<file path="config.mk">
export PLATFORM = sky130hd
export DESIGN_NAME = mlb_front
export DESIGN_NICKNAME = d
export VERILOG_FILES = /design/src/hdl/mlb_pkg.sv /design/src/hdl/mlb_front.sv
export SDC_FILE = /design/constraint.sdc
export NUM_CORES = 1
export LEC_CHECK = 0
export ABC_AREA = 1
export BUFFER_PORTS_ARGS = -buffer_cell sky130_fd_sc_hd__buf_2
export CORE_MARGIN = 2
export CORE_UTILIZATION = 30
export DETAILED_ROUTE_END_ITERATION = 16
export GPL_TIMING_DRIVEN = 0
export PLACE_DENSITY = 0.53
export SLEW_MARGIN = 0
export SYNTH_ARGS = -nofsm -noshare
export SYNTH_HDL_FRONTEND = slang
export SYNTH_SLANG_ARGS = --single-unit
</file>
<file path="constraint.sdc">
create_clock -name clk -period 7.1 [get_ports clk]
set_input_delay 1.42 -clock clk [delete_from_list [all_inputs] [get_ports clk]]
set_output_delay 1.42 -clock clk [all_outputs]
set_load 0.005 [all_outputs]
</file>
<file path="src/hdl/mlb_pkg.sv">
// Shared types, register indexes and helper functions of the metadynamics
// bias-force block. No dependencies; all other files but mlb_ram use it.
`default_nettype none

package mlb_pkg;

  localparam logic [1:0] MODE_OFF  = 2'd0;
  localparam logic [1:0] MODE_DIST = 2'd1;
  localparam logic [1:0] MODE_RELZ = 2'd2;

  localparam logic [2:0] REG_MODE   = 3'd0;
  localparam logic [2:0] REG_HEIGHT = 3'd1;
  localparam logic [2:0] REG_WIDTH  = 3'd2;
  localparam logic [2:0] REG_CMIN   = 3'd3;
  localparam logic [2:0] REG_CMAX   = 3'd4;
  localparam logic [2:0] REG_STEP   = 3'd5;
  localparam logic [2:0] REG_BFORCE = 3'd6;
  localparam logic [2:0] REG_PERIOD = 3'd7;

  localparam logic [1:0] KIND_OFF  = 2'd0;
  localparam logic [1:0] KIND_DIST = 2'd1;
  localparam logic [1:0] KIND_RELZ = 2'd2;

  localparam logic [1:0] OP_MUL  = 2'd0;
  localparam logic [1:0] OP_DIV  = 2'd1;
  localparam logic [1:0] OP_SQRT = 2'd2;

  typedef struct packed {
    logic [1:0]         mode;
    logic [30:0]        height;
    logic [30:0]        width;
    logic signed [31:0] cmin;
    logic signed [31:0] cmax;
    logic [30:0]        bstep;
    logic [30:0]        bforce;
    logic [15:0]        period;
  } cfg_t;

  typedef struct packed {
    logic [1:0]         kind;
    logic signed [31:0] dx;
    logic signed [31:0] dy;
    logic signed [31:0] dz;
    logic [31:0]        stepn;
  } item_t;

  typedef struct packed {
    logic        start;
    logic [1:0]  op;
    logic [63:0] a;
    logic [63:0] b;
  } arith_req_t;

  typedef struct packed {
    logic        busy;
    logic        done;
    logic [63:0] res;
    logic [63:0] rem;
  } arith_rsp_t;

  function automatic logic signed [31:0] sat32(input logic signed [65:0] v);
    if (v > 66'sd2147483647) begin
      return 32'sh7fffffff;
    end else if (v < -66'sd2147483648) begin
      return 32'sh80000000;
    end
    return v[31:0];
  endfunction

  // Magnitude of a signed 32-bit value, zero-extended to 64 bits.
  function automatic logic [63:0] mag32(input logic signed [31:0] v);
    logic signed [32:0] e;
    e = 33'(v);
    if (e < 0) begin
      e = -e;
    end
    return {31'b0, e};
  endfunction

endpackage

`default_nettype wire

</file>
<file path="src/hdl/mlb_front.sv">
// Input side: accepts displacement transactions, tags them with the active
// coordinate kind and holds them in a two-entry queue. Uses mlb_pkg.
`default_nettype none

module mlb_front (
  input  wire logic           clk,
  input  wire logic           rst_n,
  input  wire logic           in_tvalid,
  output logic                in_tready,
  input  wire logic [127:0]   in_tdata,
  input  wire logic [1:0]     mode,
  input  wire logic           hold,
  output mlb_pkg::item_t      head,
  output logic                head_valid,
  input  wire logic           pop
);

  mlb_pkg::item_t slot_r [2];
  mlb_pkg::item_t incoming;
  logic           wr_ptr_r, wr_ptr_nxt;
  logic           rd_ptr_r, rd_ptr_nxt;
  logic [1:0]     count_r, count_nxt;
  logic           push;
  logic           take;

  always_comb begin
    case (mode)
      mlb_pkg::MODE_DIST: incoming.kind = mlb_pkg::KIND_DIST;
      mlb_pkg::MODE_RELZ: incoming.kind = mlb_pkg::KIND_RELZ;
      default:            incoming.kind = mlb_pkg::KIND_OFF;
    endcase
    incoming.dx    = in_tdata[31:0];
    incoming.dy    = in_tdata[63:32];
    incoming.dz    = in_tdata[95:64];
    incoming.stepn = in_tdata[127:96];
  end

  assign in_tready  = (count_r != 2'd2) && !hold;
  assign push       = in_tvalid && in_tready;
  assign head_valid = (count_r != 2'd0);
  assign take       = pop && head_valid;
  assign head       = slot_r[rd_ptr_r];

  always_comb begin
    wr_ptr_nxt = push ? !wr_ptr_r : wr_ptr_r;
    rd_ptr_nxt = take ? !rd_ptr_r : rd_ptr_r;
    count_nxt  = count_r + {1'b0, push} - {1'b0, take};
  end

  always_ff @(posedge clk) begin
    if (!rst_n) begin
      wr_ptr_r <= 1'b0;
      rd_ptr_r <= 1'b0;
      count_r  <= 2'd0;
    end else begin
      wr_ptr_r <= wr_ptr_nxt;
      rd_ptr_r <= rd_ptr_nxt;
      count_r  <= count_nxt;
    end
    if (push) begin
      slot_r[wr_ptr_r] <= incoming;
    end
  end

endmodule

`default_nettype wire

</file>
==> impl_metrics.json <==
{
  "final_cell_mix": "buf_2 (269), edfxtp_1 (260), mux2_2 (130)",
  "power_density_nw_per_um2": 331,
  "overflow": 0,
  "wl_per_cell_um": 17.2,
  "p_switching_uw": 976,
  "slew_violations": 0,
  "crit_required_ps": 5680,
  "p_comb_share_pct": 17.7,
  "drt_first_pass_iters": 4,
  "p_seq_share_pct": 44.4,
  "fmax_ghz": 0.299,
  "grt_pass1_vias": 5282,
  "cts_resized": 0,
  "numCtsBuffers": 30,
  "nets": 889,
  "dieArea_um2": 33700,
  "skew_ps": 13.0,
  "fin_area_um2": 12700,
  "tightest_slew_ps": 611,
  "via_per_inst": 4.25,
  "ys_seq_area_share_pct": 81.7,
  "cts_tree": "yes",
  "initial_utilization_pct": 30.6,
  "clk_pin_slew_ps": 60,
  "grt_max_degree": 73,
  "power_uw": 4220,
  "clk_path_buf_depth": 3,
  "detail_route.iter0.violations": 168,
  "layout.cells.non_filler": 1178,
  "critPathCaptureType": "output port",
  "dpl_cell_area_um2": 11700,
  "clock_latency_ps": 550,
  "num_rows": 65,
  "start_kind": "flop",
  "drc": 0,
  "cts_setup_buffers": 0,
  "clkPwrFrac_pct": 37.9,
  "path_class": "reg2out",
  "wirelength_mm": 20.2,
  "hold_viol": 0,
  "die_h_um": 184,
  "fp.dieW_um": 184,
  "finalCritPeriodShare_pct": 47.1,
  "netlist-cell-type-count": 14,
  "area_growth_pct": 31.6,
  "antenna_found_initial": 1,
  "hold_path.class": "reg2reg",
  "drive_gt1_share_pct": 59.9,
  "vdd_drop_max_uv": 213,
  "syn_inst": 447,
  "fin_util_pct": 40.3,
  "synth-seq-cells": 265,
  "intPower_uw": 3240,
  "cts_root_buf": "clkbuf_16",
  "dp_hpwl_mm": 13.6,
  "synth_warnings": 0,
  "timing.final.crit_period_ps": 3340,
  "slew_headroom_pct": 59.3,
  "finalSetupViolations": 0,
  "sw_frac_of_total_pct": 23.1,
  "mostFrequentLayoutCell": "buf_2",
  "nFillCells": 2961,
  "syn_area_um2": 9680,
  "p_leak_uw": 0.00474,
  "worst_slack_ps": 3760,
  "grt_usage_pct": 11.6,
  "htreeDepth": 1,
  "status": "finished clean",
  "cp.arrival_ps": 1920,
  "post-place-ws_ps": 3880,
  "clock-sinks": 265,
  "max_cap_viol_count": 0,
  "path_max_fanout": 10,
  "antenna_left": 0,
  "ios": 267,
  "syn_nets": 584,
  "via_count": 5011,
  "ctsHoldBuffers": 0,
  "core_um2": 31600,
  "grt_first_pass_wirelength_mm": 29.7,
  "dp_cells": 1122,
  "place_congestion": 0.686,
  "rsz0062_at_grt": "no",
  "portBuffers": 266,
  "syn_avg_cell_area_um2": 21.7
}
metrics by stage:
stage                     TNS [ps]  hold slack, ps
final                            0             488
after CTS                        0             498
after global routing             0             545
after detailed placement         0             489
after global placement     -108690             474
after floorplan                  0             451
power groups by stage:
| stage | logic, uW | registers, uW | clock network, uW |
|---|---|---|---|
| final | 748 | 1870 | 1600 |
| after global routing | 822 | 1880 | 1710 |
| after CTS | 774 | 1870 | 1650 |
| after detailed placement | 769 | 1910 | 0 |
| after global placement | 740 | 1930 | 0 |
| after floorplan | 417 | 1910 | 0 |
cell usage after synthesis (all sizes together):
cell type / instances / area (um2)
edfxtp: 260 / 7810
mux2: 130 / 1460
buf: 14 / 135
inv: 12 / 45.0
nand2: 9 / 33.8
nor2: 8 / 30.0
dfxtp: 5 / 100
nand3: 3 / 15.0
a21oi: 2 / 10.0
ha: 2 / 25.0
nand4: 1 / 6.26
o21a: 1 / 7.51
sequential cells by signal, summed over array words and instances, names as in the netlist, named ones only:
signal    count
wr_ptr_r      1
count_r       2
slot_r      260
rd_ptr_r      1
path summary, 6_finish.rpt:
path                         start                 endpoint  slack (ps)  depth (start not counted)
max                           flop                 head[48]        3760                          4
min          rd_ptr_r$_SDFFE_PN0P_                     flop         490                          2
max reg2reg  count_r[0]$_SDFF_PN0_  slot_r[0][86]$_DFFE_PP_        5010                          7
min reg2reg  rd_ptr_r$_SDFFE_PN0P_                     flop         490                          2
cell families (layout without fill, tap and decap cells):
| group | Yosys count | count (layout) | share of synthesized area, % |
|---|---|---|---|
| flip-flops | 265 | 265 | 81.7 |
| AO/OA/AOI/OAI | 3 | 3 | 0.181 |
| adder cells (fa/ha/maj) | 2 | 2 | 0.258 |
| other | 0 | 1 | 0 |
| AND/OR/NAND/NOR | 21 | 21 | 0.879 |
| multiplexers | 130 | 130 | 15.1 |
| buffers and inverters | 26 | 354 | 1.86 |
worst max-delay path, cell delays in order, from the launching register on:
cell and delay (ps):
dfxtp_1 390, buf_4 290, buf_6 200, mux2_2 350, buf_2 140
metal layers:
layer	track usage (%)	vias up	part of all wire [%]	wire length, um
li1	-	2379	-	-
met1	13.4	2421	39	7990
met2	20.5	168	51	10200
met3	3.43	43	7.1	1430
met4	3.62	0	2.8	571
met5	0	-	0	0
layout make-up:
cell class | instances | area, um2 | share of cell area, %
Sequential cell | 265 | 7910 | 62.1
Multi-Input combinational cell | 156 | 1600 | 12.6
Timing Repair Buffer | 273 | 1500 | 11.8
Clock buffer | 33 | 783 | 6.15
Tap cell | 402 | 503 | 3.95
Clock inverter | 22 | 258 | 2.02
Buffer | 14 | 135 | 1.06
Inverter | 12 | 50.0 | 0.393
Antenna cell | 1 | 2.50 | 0.0196
Power figures use the tool's default switching activity.
